<file path="src/rtl/core/assert_macros.svh">
// Assertion macros shared by the extractor RTL.
`ifndef ASSERT_MACROS_SVH
`define ASSERT_MACROS_SVH

// Check a property on every rising clock edge, masked while reset is asserted.
`define ASSERT_CLK(lbl, prop, msg) \
  lbl: assert property (@(posedge clk_i) disable iff (!rst_ni) prop) else $error(msg);

// Check that a condition never holds on a clock edge.
`define ASSERT_NEVER(lbl, expr, msg) \
  `ASSERT_CLK(lbl, !(expr), msg)

`endif

</file>
<file path="src/rtl/core/dfce_pkg.sv">
// Types, constants and helper functions for the dollar format code extractor.
`timescale 1ns / 1ps

package dfce_pkg;

  localparam int ByteW = 8;
  localparam int LenW = 3;
  localparam int ClassW = 2;
  localparam int PosW = 16;
  localparam int MaxPos = 65535;
  localparam int DefCounterWidth = 16;
  localparam int NumSlots = 3;

  localparam logic [ByteW-1:0] Dollar = 8'h24;
  localparam logic [ByteW-1:0] CaseBit = 8'h20;

  localparam logic KindText = 1'b0;
  localparam logic KindCode = 1'b1;

  typedef enum logic [ClassW-1:0] {
    ClassColour      = 2'd0,
    ClassUnsupported = 2'd1,
    ClassStyle       = 2'd2
  } class_e;

  // One accepted input beat.
  typedef struct packed {
    logic [ByteW-1:0] in_byte;
    logic             end_of_text;
  } item_t;

  // One result beat.
  typedef struct packed {
    logic             kind;
    logic [ByteW-1:0] out_byte;
    logic [ByteW-1:0] code_byte1;
    logic [ByteW-1:0] code_byte2;
    logic [ByteW-1:0] code_byte3;
    logic [LenW-1:0]  code_length;
    class_e           code_class;
    logic [PosW-1:0]  code_position;
    logic             last;
  } res_t;

  // All results caused by one input beat, packed from slot 0 upward.
  typedef struct packed {
    logic [1:0]               n;
    res_t [NumSlots-1:0]      slot;
  } batch_t;

  function automatic logic is_hex(logic [ByteW-1:0] c);
    return ((c >= "0") && (c <= "9")) || ((c >= "a") && (c <= "f")) ||
           ((c >= "A") && (c <= "F"));
  endfunction

  // Class of a code from its first byte after the dollar sign.
  function automatic class_e classify(logic [ByteW-1:0] c);
    logic [ByteW-1:0] lc;
    class_e           cls;
    lc = ((c >= "A") && (c <= "Z")) ? (c | CaseBit) : c;
    if (is_hex(lc)) begin
      cls = ClassColour;
    end else begin
      case (lc)
        "i", "o", "w", "n", "m", "t", "s", "l", "g", "z", "p": cls = ClassStyle;
        default: cls = ClassUnsupported;
      endcase
    end
    return cls;
  endfunction

  function automatic res_t make_text(logic [ByteW-1:0] c);
    res_t r;
    r = '0;
    r.kind = KindText;
    r.out_byte = c;
    return r;
  endfunction

  function automatic res_t make_code(logic [2:0][ByteW-1:0] bytes, logic [LenW-1:0] len,
                                     logic [PosW-1:0] pos);
    res_t r;
    r = '0;
    r.kind = KindCode;
    r.code_byte1 = bytes[0];
    r.code_byte2 = bytes[1];
    r.code_byte3 = bytes[2];
    r.code_length = len;
    r.code_class = classify(bytes[0]);
    r.code_position = pos;
    return r;
  endfunction

endpackage

</file>
<file path="src/rtl/core/dfce_if.sv">
// Stream interfaces for the extractor input and result channels.
`timescale 1ns / 1ps

interface dfce_in_if;
  logic                        valid;
  logic                        ready;
  logic [dfce_pkg::ByteW-1:0]  in_byte;
  logic                        end_of_text;

  modport source (output valid, in_byte, end_of_text, input ready);
  modport sink (input valid, in_byte, end_of_text, output ready);
endinterface

interface dfce_out_if;
  logic                        valid;
  logic                        ready;
  logic                        kind;
  logic [dfce_pkg::ByteW-1:0]  out_byte;
  logic [dfce_pkg::ByteW-1:0]  code_byte1;
  logic [dfce_pkg::ByteW-1:0]  code_byte2;
  logic [dfce_pkg::ByteW-1:0]  code_byte3;
  logic [dfce_pkg::LenW-1:0]   code_length;
  logic [dfce_pkg::ClassW-1:0] code_class;
  logic [dfce_pkg::PosW-1:0]   code_position;
  logic                        last;

  modport source (output valid, kind, out_byte, code_byte1, code_byte2, code_byte3,
                  code_length, code_class, code_position, last, input ready);
  modport sink (input valid, kind, out_byte, code_byte1, code_byte2, code_byte3,
                code_length, code_class, code_position, last, output ready);
endinterface

</file>
<file path="src/rtl/core/dfce_in_stage.sv">
// Input register: holds one accepted beat until the step logic takes it.
`timescale 1ns / 1ps

module dfce_in_stage (
  input  logic                clk_i,
  input  logic                rst_ni,
  dfce_in_if.sink             in_i,
  input  logic                take_i,
  output logic                vld_o,
  output dfce_pkg::item_t     item_o
);

  logic            vld_q, vld_d;
  dfce_pkg::item_t item_q, item_d;
  logic            acc;

  // Take a new beat when empty or when the held beat leaves this cycle
  assign in_i.ready = !vld_q || take_i;
  assign acc = in_i.valid && in_i.ready;

  always_comb begin
    vld_d = vld_q;
    item_d = item_q;
    if (acc) begin
      vld_d = 1'b1;
      item_d.in_byte = in_i.in_byte;
      item_d.end_of_text = in_i.end_of_text;
    end else if (take_i) begin
      vld_d = 1'b0;
    end
  end

  always_ff @(posedge clk_i or negedge rst_ni) begin
    if (!rst_ni) begin
      vld_q <= 1'b0;
    end else begin
      vld_q <= vld_d;
    end
  end

  always_ff @(posedge clk_i) begin
    item_q <= item_d;
  end

  assign vld_o = vld_q;
  assign item_o = item_q;

endmodule

</file>
<file path="src/rtl/core/dfce_core.sv">
// Per-byte step logic and extractor state: pending code, countdown and counters.
`timescale 1ns / 1ps

`include "assert_macros.svh"

module dfce_core #(
  parameter int CounterWidth = dfce_pkg::DefCounterWidth
) (
  input  logic               clk_i,
  input  logic               rst_ni,
  input  logic               step_i,
  input  dfce_pkg::item_t    item_i,
  output dfce_pkg::batch_t   batch_o
);

  localparam int WideW = (CounterWidth + 3 > 18) ? CounterWidth + 3 : 18;
  localparam int BW = dfce_pkg::ByteW;
  localparam int LW = dfce_pkg::LenW;

  logic [2:0][BW-1:0]      pend_q, pend_d;
  logic [LW-1:0]           plen_q, plen_d;
  logic [1:0]              cd_q, cd_d;
  logic [CounterWidth-1:0] seen_q, seen_d;
  logic [CounterWidth-1:0] esc_q, esc_d;
  logic [CounterWidth-1:0] emt_q, emt_d;

  logic [2:0][BW-1:0]      pend1, pend2;
  logic [LW-1:0]           plen1, plen2;
  logic [1:0]              cd1, cd2, cd3;
  logic                    emit_a, emit_c, used, esc_inc, do_push, is_dollar;
  logic [CounterWidth-1:0] seen_n, esc_n, emt_n;
  logic [CounterWidth:0]   emt_sum;
  logic [BW-1:0]           c;

  dfce_pkg::res_t          cand [dfce_pkg::NumSlots];
  logic                    cand_v [dfce_pkg::NumSlots];
  dfce_pkg::batch_t        batch;
  logic [1:0]              idx;

  // Position within stripped text, clamped to the result field range
  function automatic logic [dfce_pkg::PosW-1:0] code_pos(logic [CounterWidth-1:0] seen,
                                                          logic [LW-1:0] len,
                                                          logic [CounterWidth-1:0] esc,
                                                          logic [CounterWidth-1:0] emt);
    logic signed [WideW-1:0] diff;
    logic [dfce_pkg::PosW-1:0] pos;
    diff = $signed(WideW'(seen)) - $signed(WideW'(len)) - $signed(WideW'(esc))
         - $signed(WideW'(emt));
    if (diff < 0) begin
      pos = '0;
    end else if (diff > $signed(WideW'(dfce_pkg::MaxPos))) begin
      pos = '1;
    end else begin
      pos = diff[dfce_pkg::PosW-1:0];
    end
    return pos;
  endfunction

  assign c = item_i.in_byte;
  assign is_dollar = (c == dfce_pkg::Dollar);

  // Work out one step: expired code, byte handling, countdown, flush
  always_comb begin
    emit_a = (cd_q == 2'd0) && (plen_q != '0);
    pend1 = emit_a ? '0 : pend_q;
    plen1 = emit_a ? '0 : plen_q;
    cd1 = (cd_q == 2'd0) ? 2'd1 : cd_q;

    pend2 = pend1;
    plen2 = plen1;
    cd2 = cd1;
    esc_inc = 1'b0;
    used = 1'b0;
    do_push = 1'b0;

    if (is_dollar) begin
      pend2 = '0;
      if (plen1 != '0) begin
        // cancel the pending code, pass one dollar through
        cd2 = 2'd1;
        plen2 = '0;
        esc_inc = 1'b1;
      end else begin
        cd2 = 2'd2;
        plen2 = LW'(1);
        used = 1'b1;
      end
    end else if (dfce_pkg::is_hex(c) && (plen1 != '0)) begin
      if (plen1 == LW'(1)) begin
        cd2 = 2'd3;
      end
      do_push = 1'b1;
      used = 1'b1;
    end else if (plen1 == LW'(1)) begin
      do_push = 1'b1;
      used = 1'b1;
    end

    if (do_push && (plen1 >= LW'(1)) && (plen1 <= LW'(3))) begin
      pend2[2'(plen1 - LW'(1))] = c;
      plen2 = plen1 + LW'(1);
    end

    cd3 = (cd2 != 2'd0) ? cd2 - 2'd1 : 2'd0;

    // saturating counters
    seen_n = (&seen_q) ? seen_q : seen_q + CounterWidth'(1);
    esc_n = (esc_inc && !(&esc_q)) ? esc_q + CounterWidth'(1) : esc_q;
    emt_sum = {1'b0, emt_q} + (CounterWidth + 1)'(plen_q);
    if (!emit_a) begin
      emt_n = emt_q;
    end else if (emt_sum[CounterWidth]) begin
      emt_n = '1;
    end else begin
      emt_n = emt_sum[CounterWidth-1:0];
    end

    emit_c = item_i.end_of_text && (plen2 > LW'(1));
  end

  // Gather results in order: expired code, text byte, flushed code
  always_comb begin
    cand[0] = dfce_pkg::make_code(pend_q, plen_q, code_pos(seen_q, plen_q, esc_q, emt_q));
    cand_v[0] = emit_a;
    cand[1] = dfce_pkg::make_text(c);
    cand_v[1] = !used;
    cand[2] = dfce_pkg::make_code(pend2, plen2, code_pos(seen_n, plen2, esc_n, emt_n));
    cand_v[2] = emit_c;

    batch = '0;
    idx = 2'd0;
    for (int i = 0; i < dfce_pkg::NumSlots; i++) begin
      if (cand_v[i]) begin
        batch.slot[idx] = cand[i];
        idx = idx + 2'd1;
      end
    end
    if (idx != 2'd0) begin
      batch.slot[idx - 2'd1].last = 1'b1;
    end
    batch.n = idx;
  end

  assign batch_o = batch;

  // Advance state; the end of text returns everything to reset values
  always_comb begin
    pend_d = pend_q;
    plen_d = plen_q;
    cd_d = cd_q;
    seen_d = seen_q;
    esc_d = esc_q;
    emt_d = emt_q;
    if (step_i) begin
      if (item_i.end_of_text) begin
        pend_d = '0;
        plen_d = '0;
        cd_d = 2'd0;
        seen_d = '0;
        esc_d = '0;
        emt_d = '0;
      end else begin
        pend_d = pend2;
        plen_d = plen2;
        cd_d = cd3;
        seen_d = seen_n;
        esc_d = esc_n;
        emt_d = emt_n;
      end
    end
  end

  always_ff @(posedge clk_i or negedge rst_ni) begin
    if (!rst_ni) begin
      pend_q <= '0;
      plen_q <= '0;
      cd_q <= 2'd0;
      seen_q <= '0;
      esc_q <= '0;
      emt_q <= '0;
    end else begin
      pend_q <= pend_d;
      plen_q <= plen_d;
      cd_q <= cd_d;
      seen_q <= seen_d;
      esc_q <= esc_d;
      emt_q <= emt_d;
    end
  end

  // An expired code clears the pending code, so no flush can follow it
  `ASSERT_NEVER(a_two_codes, step_i && emit_a && emit_c, "expired and flushed code in one step")
  // The pending length never passes the longest code
  `ASSERT_CLK(a_plen_range, plen_q <= LW'(4), "pending code length out of range")

endmodule

</file>
<file path="src/rtl/core/dfce_res_q.sv">
// Result register bank: takes a step's results and drains them one beat at a time.
`timescale 1ns / 1ps

`include "assert_macros.svh"

module dfce_res_q (
  input  logic               clk_i,
  input  logic               rst_ni,
  input  logic               ld_i,
  input  dfce_pkg::batch_t   batch_i,
  output logic               can_load_o,
  dfce_out_if.source         out_o
);

  dfce_pkg::res_t [dfce_pkg::NumSlots-1:0] slot_q, slot_d;
  logic [1:0]                              cnt_q, cnt_d;
  logic                                    pop;

  assign pop = (cnt_q != 2'd0) && out_o.ready;
  // Room for a new batch once the last held beat goes out
  assign can_load_o = (cnt_q == 2'd0) || ((cnt_q == 2'd1) && pop);

  always_comb begin
    slot_d = slot_q;
    cnt_d = cnt_q;
    if (ld_i) begin
      slot_d = batch_i.slot;
      cnt_d = batch_i.n;
    end else if (pop) begin
      slot_d = {dfce_pkg::res_t'('0), slot_q[dfce_pkg::NumSlots-1:1]};
      cnt_d = cnt_q - 2'd1;
    end
  end

  always_ff @(posedge clk_i or negedge rst_ni) begin
    if (!rst_ni) begin
      cnt_q <= 2'd0;
    end else begin
      cnt_q <= cnt_d;
    end
  end

  always_ff @(posedge clk_i) begin
    slot_q <= slot_d;
  end

  // Drive the head beat
  assign out_o.valid = (cnt_q != 2'd0);
  assign out_o.kind = slot_q[0].kind;
  assign out_o.out_byte = slot_q[0].out_byte;
  assign out_o.code_byte1 = slot_q[0].code_byte1;
  assign out_o.code_byte2 = slot_q[0].code_byte2;
  assign out_o.code_byte3 = slot_q[0].code_byte3;
  assign out_o.code_length = slot_q[0].code_length;
  assign out_o.code_class = slot_q[0].code_class;
  assign out_o.code_position = slot_q[0].code_position;
  assign out_o.last = slot_q[0].last;

  `ASSERT_CLK(a_load_room, ld_i |-> ((cnt_q == 2'd0) || ((cnt_q == 2'd1) && pop)),
              "batch loaded over undrained results")
  `ASSERT_CLK(a_last_tail, ((cnt_q != 2'd0) && slot_q[0].last) |-> (cnt_q == 2'd1),
              "last flag on a beat that is not the final one held")

endmodule

</file>
<file path="src/rtl/core/dollar_format_code_extractor.sv">
// Top level of the dollar format code extractor.
//
//   channel | dir | payload                                              | handshake
//   in_i    | in  | in_byte, end_of_text                                 | valid/ready
//   out_o   | out | kind, out_byte, code bytes, length, class, pos, last | valid/ready
//
// One byte per cycle while out_o takes every result and no byte yields two: a beat
// sits in the input register, then the step logic writes its zero to two results
// into the result register bank, which drives the first result of the beat on out_o.
// Results drain at one per cycle while out_o is ready, so a byte that yields two
// results holds the next byte in the input register until the first one drains.
// Reset clears the control and extractor state at once; there is no clearing pass.
// A stalled output keeps the input register full and back-pressures in_i.
`timescale 1ns / 1ps

module dollar_format_code_extractor #(
  parameter int CounterWidth = dfce_pkg::DefCounterWidth
) (
  input  logic         clk_i,
  input  logic         rst_ni,
  dfce_in_if.sink      in_i,
  dfce_out_if.source   out_o
);

  logic             in_vld;
  logic             can_load;
  logic             step;
  dfce_pkg::item_t  item;
  dfce_pkg::batch_t batch;

  // Step when a byte is held and the result bank has room
  assign step = in_vld && can_load;

  dfce_in_stage u_in_stage (
    .clk_i  (clk_i),
    .rst_ni (rst_ni),
    .in_i   (in_i),
    .take_i (step),
    .vld_o  (in_vld),
    .item_o (item)
  );

  dfce_core #(
    .CounterWidth (CounterWidth)
  ) u_core (
    .clk_i   (clk_i),
    .rst_ni  (rst_ni),
    .step_i  (step),
    .item_i  (item),
    .batch_o (batch)
  );

  dfce_res_q u_res_q (
    .clk_i      (clk_i),
    .rst_ni     (rst_ni),
    .ld_i       (step),
    .batch_i    (batch),
    .can_load_o (can_load),
    .out_o      (out_o)
  );

endmodule
</file>
<file path="src/flat_wrapper.sv">
// flat-port wrapper written by rule: the top's interface ports become plain ports
module dollar_format_code_extractor_flat 
#(
  parameter int CounterWidth = dfce_pkg::DefCounterWidth
)
  (clk_i, rst_ni, in_i_valid, in_i_in_byte, in_i_end_of_text, in_i_ready, out_o_valid, out_o_kind, out_o_out_byte, out_o_code_byte1, out_o_code_byte2, out_o_code_byte3, out_o_code_length, out_o_code_class, out_o_code_position, out_o_last, out_o_ready);
  dfce_in_if in_i_i ();
  dfce_out_if out_o_i ();
  input  logic clk_i;
  input  logic rst_ni;
  input wire logic [$bits(in_i_i.valid)-1:0] in_i_valid;
  input wire logic [$bits(in_i_i.in_byte)-1:0] in_i_in_byte;
  input wire logic [$bits(in_i_i.end_of_text)-1:0] in_i_end_of_text;
  output wire logic [$bits(in_i_i.ready)-1:0] in_i_ready;
  output wire logic [$bits(out_o_i.valid)-1:0] out_o_valid;
  output wire logic [$bits(out_o_i.kind)-1:0] out_o_kind;
  output wire logic [$bits(out_o_i.out_byte)-1:0] out_o_out_byte;
  output wire logic [$bits(out_o_i.code_byte1)-1:0] out_o_code_byte1;
  output wire logic [$bits(out_o_i.code_byte2)-1:0] out_o_code_byte2;
  output wire logic [$bits(out_o_i.code_byte3)-1:0] out_o_code_byte3;
  output wire logic [$bits(out_o_i.code_length)-1:0] out_o_code_length;
  output wire logic [$bits(out_o_i.code_class)-1:0] out_o_code_class;
  output wire logic [$bits(out_o_i.code_position)-1:0] out_o_code_position;
  output wire logic [$bits(out_o_i.last)-1:0] out_o_last;
  input wire logic [$bits(out_o_i.ready)-1:0] out_o_ready;
  assign in_i_i.valid = in_i_valid;
  assign in_i_i.in_byte = in_i_in_byte;
  assign in_i_i.end_of_text = in_i_end_of_text;
  assign in_i_ready = in_i_i.ready;
  assign out_o_valid = out_o_i.valid;
  assign out_o_kind = out_o_i.kind;
  assign out_o_out_byte = out_o_i.out_byte;
  assign out_o_code_byte1 = out_o_i.code_byte1;
  assign out_o_code_byte2 = out_o_i.code_byte2;
  assign out_o_code_byte3 = out_o_i.code_byte3;
  assign out_o_code_length = out_o_i.code_length;
  assign out_o_code_class = out_o_i.code_class;
  assign out_o_code_position = out_o_i.code_position;
  assign out_o_last = out_o_i.last;
  assign out_o_i.ready = out_o_ready;
  dollar_format_code_extractor #(.CounterWidth(CounterWidth)) u_core (.clk_i(clk_i), .rst_ni(rst_ni), .in_i(in_i_i), .out_o(out_o_i));
endmodule
</file>
<file path="config.mk">
export PLATFORM = sky130hd
export DESIGN_NAME = dollar_format_code_extractor_flat
export DESIGN_NICKNAME = d
export VERILOG_FILES = /design/src/rtl/core/dfce_pkg.sv /design/src/rtl/core/dfce_if.sv /design/src/rtl/core/dfce_in_stage.sv /design/src/rtl/core/dfce_core.sv /design/src/rtl/core/dfce_res_q.sv /design/src/rtl/core/dollar_format_code_extractor.sv /design/src/flat_wrapper.sv
export VERILOG_INCLUDE_DIRS = /design/src /design/src/rtl/core
export SDC_FILE = /design/constraint.sdc
export NUM_CORES = 1
export LEC_CHECK = 0
export BUFFER_PORTS_ARGS = -buffer_cell sky130_fd_sc_hd__buf_4
export CAP_MARGIN = 20
export CORE_ASPECT_RATIO = 0.8
export CORE_MARGIN = 2
export CORE_UTILIZATION = 55
export DETAILED_ROUTE_END_ITERATION = 8
export GPL_ROUTABILITY_DRIVEN = 1
export HOLD_SLACK_MARGIN = 0.08
export PLACE_DENSITY_LB_ADDON = 0.12
export SKIP_LAST_GASP = 1
export SLEW_MARGIN = 20
export SYNTH_ARGS = -nofsm -noshare
export SYNTH_HDL_FRONTEND = slang
export SYNTH_SLANG_ARGS = --single-unit
</file>
<file path="constraint.sdc">
create_clock -name clk_i -period 7.2 [get_ports clk_i]
set_input_delay 0.72 -clock clk_i [delete_from_list [all_inputs] [get_ports clk_i]]
set_output_delay 0.72 -clock clk_i [all_outputs]
set_load 0.01 [all_outputs]
</file>
# Yosys cells after proc, flatten, opt, wreduce, memory -nomap -nowiden
# Index checks and enable logic that the tools add are counted.
# W data, S select, Z words.
# word_totals
regBits	254
input_bits	13
out_inout_bits	57
word_cells	230
# op_classes
n_addsub	16
n_lt_le_gt_ge	37
eq_ne	25
muxes	65
reduce_logical	48
# op_table
operator	count
$mux W165	5
$bwmux W165	3
$demux W55 S2	3
$eq A8 B7 Y1 const B	22
$mux W16	11
$mux W55	3
$mux W24	4
$ge A8 B7 Y1 const B	8
$le A8 B7 Y1 const B	8
$gt A19 B17 Y1 const B	2
$lt A19 B1 Y1 const B	2
$sub A18 B17 Y19	2
$sub A17 B17 Y18	2
$sub A16 B3 Y17	2
$add A16 B1 Y16 const B	2
$reduce_and A16 Y1	2
$mux W2	15
$logic_and A1 B1 Y1	25
$bwmux W24	1
$ge A8 B6 Y1 const B	3
$le A8 B6 Y1 const B	3
$reduce_or A11 Y1	2
$add A16 B3 Y17	1
$demux W8 S2	1
other kinds (20)	59

# Depth between registers and ports, before layout
# logic_depth
word_depth	23
ltp_mapped	29
mapped_depth_nobuf	28

# Hierarchy
# Synthesis repeated with hierarchy kept, for this count alone.
# hier_totals
hier_cells	1676
area_unflattened_um2	17189.0
# by_module_without_submodules
mod	n_inst	cells_each	area_per_inst_um2	seq_area_each_um2
dfce_core	1	1242	9626.7	1926.8
dfce_res_q	1	420	7231.9	5004.8
dfce_in_stage	1	13	324.1	295.3
dollar_format_code_extractor	1	1	6.3	0.0

# Least setup slack after synthesis
# No wires, ideal clock.
# synth_timing
path_type	reg-to-reg
start	register u_core.u_core.cd_q[1]
end	register u_core.u_res_q.slot_q, in the netlist u_core.u_res_q.out_o.code_position[10], data pin
setup_time_ns	0.268
t_arrival_ns	6.250
required_ns	6.932
setup_slack_ns	0.682
stages_incl_launch_ff	28
path_buffers	3
period_less_slack_ns	6.518
path_cell_list	dfrtp_1 or2_2 nand2_1 inv_1 ha_1 a221o_1 o2111a_1 buf_6 clkbuf_1 nor3_1 a21oi_1 fa_1 or2_2 a2111o_2 nor4_1 a21oi_1 xnor2_1 fa_1 ha_1 o21ai_0 a21oi_1 nor4b_1 o31ai_1 a21boi_0 o211ai_2 buf_2 nor2_1 o211ai_2
# synth_rtl
element	line_no	source
start, declared	dfce_core.sv:22	logic [1:0] cd_q, cd_d;
start signal, assigned	dfce_core.sv:177	cd_q <= 2'd0;
start signal, assigned	dfce_core.sv:184	cd_q <= cd_d;
end signal, assigned	dfce_res_q.sv:44	slot_q <= slot_d;
end, declared	dfce_res_q.sv:15	dfce_pkg::res_t [dfce_pkg::NumSlots-1:0] slot_q, slot_d;

==> impl_metrics.py <==
metrics = {
    "cts": {
        "tritoncts.num_buffers": 27,
        "cts_tree": "yes",
        "cts_root_buffer": "clkbuf_16",
        "cts_hold_buf": 0,
        "clk_path_buf_depth": 3,
        "cts_sinks": 246,
        "clk_pin_slew_worst_paths_ps": 60,
        "cts-htree-levels": 1,
        "clock_latency_ps": 540,
    },
    "yosys": {
        "synth_nets": 1779,
        "synthTopCellsByArea": "edfxtp_1, dfrtp_1, o21ai_0, fa_1, ha_1",
        "synth_cell_types": 93,
        "seq_area_frac_synth_pct": 43.5,
        "syn_std_cell_area_sq_mm": 0.0161,
        "post-synth-top-area-cell": "edfxtp_1",
        "post-synth-top-area-fraction_pct": 31.0,
        "yosys.cell_count.top_type": "nand2_1",
        "number_of_cells_produced_by_synthesis": 1675,
        "netlist_top_cells_count": "nand2_1, edfxtp_1, nor2_1, o21ai_0, inv_1",
        "yosys_most_used_dff": "edfxtp_1",
        "synth_async_sr_flop_share_pct": 32.5,
        "yosysWarningCount": 0,
        "synth-edff-count": 166,
        "ffs_latches_synth": 246,
        "syn_avg_cell_area_sq_um": 9.59,
    },
    "outcome": {
        "status": "completed",
    },
    "global_route": {
        "antenna_found_initial": 0,
        "gr-usage-all-layers_pct": 27.8,
        "grt.met3_usage_pct": 5.54,
        "grt_pass1_vias": 11741,
        "global_route.usage.met1_pct": 45.1,
        "grt_start_max_net_pins": 87,
        "grt.met2_usage_pct": 37.8,
        "wire_length_of_the_first_global_routing_pass_um": 67100,
        "busiest_layer": "met1",
        "globalRoute.totalOverflow": 0,
    },
    "final_layout": {
        "antennaDiodeCount": 0,
        "drive_gt1_share_pct": 12.3,
        "filler_cell_count": 2419,
        "postLayoutCellArea_sq_mm": 0.0175,
        "final_net_count": 1764,
        "syn2layout_area_growth_pct": 8.83,
        "finalNonFillerCells": 2051,
    },
    "sta": {
        "finalHoldViolations": 0,
        "fin_tns_setup_ps": 0,
        "timing_worst_slew_pin_value_ps": 1030,
        "maxClockFrequency_mhz": 143,
        "final-setup-viol-count": 0,
        "timing.max_slew.rel_slack_pct": 31.5,
        "rsz0062_at_grt": "true",
        "post-route-worst-setup-slack_ps": 201,
        "timing.final.crit_share_pct": 97.2,
        "final.min_clock_period_ps": 7000,
        "fin_skew_ps": 11.9,
        "slew_viol_final": 0,
        "final.hold.worst_slack_ps": 139,
    },
    "critical_path": {
        "worst-setup-path-type": "register to register",
        "critical_path.most_common_cell": "inv_1",
        "r2r_start": "u_core.u_core.cd_q[1]",
        "cp-end-kind": "register",
        "crit_arrival_ps": 7360,
        "worst_path_max_delay_cell": "a2111o_2",
        "critical_path.max_stage_delay_ps": 480,
        "critical_path.max_fanout": 8,
        "crit_path_start_kind": "register",
        "worst-endpoint-required_ps": 7570,
        "cp-startpoint": "u_core.u_core.cd_q[1]",
        "critical-path-top-delay-family": "compound AO/OA/AOI/OAI gates",
        "timing.critical_path.buf_inv": 3,
    },
    "power_and_ir_drop": {
        "vdd_ir_drop_max_v": 0.000367,
        "power.sequential.fraction_pct": 28.5,
        "power.share.switching_pct": 43.4,
        "p_int_uw": 4750,
        "pwr-share-clk_pct": 16.9,
        "cellPowerDensity_mw_per_mm2": 480,
        "comb_power_share_pct": 54.5,
        "netSwitchingPower_uw": 3640,
        "p_leak_uw": 0.00717,
    },
    "placement": {
        "post-place-cells": 1998,
        "placement.setup.worst_slack_ps": 55.5,
        "placer_congestion_estimate": 0.938,
        "post-dp-hpwl_um": 29200,
        "placement.io_buffers": 69,
        "postPlaceCellArea_sq_mm": 0.0165,
    },
    "drt": {
        "violation_count_after_the_first_detailed_route_iteration": 1213,
        "num_vias": 12709,
        "wl_per_cell_um": 20.7,
        "drt_drc_violations_left": 0,
        "antenna_left": 0,
        "routed_via_density": 6.20,
        "drt_wl_total_um": 42400,
        "detailedRoute.firstPassIterationCount": 5,
    },
    "floorplan": {
        "design.portCount": 70,
        "initial_utilization_pct": 56.4,
        "die_h_um": 157,
        "die_w_um": 195,
        "design.core.area_sq_mm": 0.0285,
        "die_area_sq_mm": 0.0306,
        "number_of_cell_rows": 55,
    },
    "flow_run": {
        "max_cap_viol_count": 0,
    },
    "worst_hold_path": {
        "worstHoldPathType": "input pin to async pin",
    },
}
path summary, 6_finish.rpt:
path	cells after the start	end	slack, ps
min	1	u_core.u_core.emt_q[8]	140
min reg2reg	2	u_core.u_core.cand[142]	500
max	26	u_core.u_res_q.out_o.code_position[3]	200
max in group asynchronous	2	u_core.u_core.cd_q[0]	5950
min in group clk_i	1	u_core.u_in_stage.item_o[2]	360
max reg2reg	26	u_core.u_res_q.out_o.code_position[3]	200
power groups by stage:
stage          Combinational (uW)  Sequential (uW)  Clock (uW)
4_1_cts                      4330             2390        1440
3_5_place_dp                 4270             2410           0
5_1_grt                      5010             2440        1490
3_3_place_gp                 4260             2400           0
2_1_floorplan                3210             2400           0
6_report                     4580             2390        1420
state kept, by name, summed over array words and instances (netlist names), 2 cells and up:
register,count
u_core.u_res_q.out_o.code_byte3,8
u_core.u_res_q.out_o.out_byte,8
u_core.u_in_stage.item_o,9
u_core.u_res_q.out_o.code_class,2
u_core.u_core.esc_q,16
u_core.u_res_q.out_o.code_byte1,8
u_core.u_core.plen_q,3
u_core.u_res_q.out_o.code_length,3
u_core.u_res_q.out_o.code_byte2,8
u_core.u_core.cd_q,2
u_core.u_res_q.out_o.code_position,16
u_core.u_res_q.cnt_q,2
u_core.u_res_q.slot_q,102
u_core.u_core.emt_q,16
u_core.u_core.seen_q,16
u_core.u_core.cand,24
cell usage in the layout (no fill, tap or decap), types with 9 or more instances in the layout:
master | netlist | routed
mux2i_1 | 10 | 10
nor2b_1 | 13 | 12
a21o_1 | 20 | 19
edfxtp_1 | 166 | 166
o21ai_0 | 150 | 150
and3_1 | 38 | 38
clkbuf_16 | 0 | 27
xnor2_1 | 54 | 53
a31oi_1 | 50 | 48
inv_1 | 86 | 86
a22oi_1 | 13 | 13
ha_1 | 56 | 55
nor4_1 | 14 | 14
or3_1 | 15 | 14
nand3_1 | 42 | 42
xor2_1 | 27 | 27
fa_1 | 35 | 35
buf_4 | 63 | 105
a22o_1 | 26 | 26
and2_1 | 10 | 10
o21a_1 | 9 | 9
nor3_1 | 19 | 19
nand2b_1 | 11 | 10
nand4_1 | 13 | 13
mux2_2 | 9 | 9
a21oi_1 | 66 | 66
nor2_1 | 160 | 160
nand2_1 | 182 | 182
dfrtp_1 | 80 | 79
o211ai_1 | 24 | 24
logic make-up (layout without fill, tap and decap cells):
kind of cell / count (synthesis) / after routing / synth area share (%)
buffers and inverters: 237 / 242 / 7.35
xor gates and xnor gates: 81 / 81 / 4.42
adders and majority gates: 92 / 92 / 8.79
DFF: 246 / 246 / 43.5
muxes: 20 / 20 / 1.35
AOI/OAI and AO/OA: 453 / 453 / 18.6
and+or+nand+nor: 546 / 547 / 16.0
worst reg2reg max path, cell delays in order, from the launching register on:
cell	delay [ps]
dfrtp_1	430
or2_2	350
nand2_1	150
inv_1	120
ha_1	230
a221o_1	380
o2111ai_4	130
a31oi_1	210
inv_1	120
ha_1	150
inv_1	60
fa_1	390
or2_2	330
a2111o_2	480
nor4_1	210
a21oi_1	120
xnor2_2	210
fa_1	460
ha_2	400
o21ai_0	100
a21oi_1	210
nor4b_4	280
o31ai_2	170
a31oi_2	340
o31a_4	300
nand3_4	170
o211ai_1	310
layer usage:
| layer | part of all wire (%) | wire length [um] |
|---|---|---|
| met1 | 49 | 20600 |
| met5 | 0 | 0 |
| met2 | 40 | 17000 |
| met4 | 1.5 | 645 |
| met3 | 10 | 4220 |
what timing repair did:
item	CTS	global route
resized for setup	0	16
setup endpoints to repair	0	48
buffers inserted	0	2
cell type report:
cell class / count / area (sq um) / area share, %
clock inverters: 18 / 188 / 1.07
inverters: 87 / 327 / 1.87
multi-input cells: 1193 / 8010 / 45.8
repair buffers: 105 / 788 / 4.51
flip-flops and latches: 246 / 6990 / 40.0
well taps: 370 / 463 / 2.65
clock buffers: 32 / 714 / 4.09
metrics by stage:
stage / power (uW) / utilization, %
final: 8390 / 61.3
after global routing: 8940 / 61.3
after CTS: 8160 / 61.0
after detailed placement: 6690 / 57.8
after global placement: 6650 / 57.8
after floorplan: 5610 / -
Power figures use the tool's default switching activity.
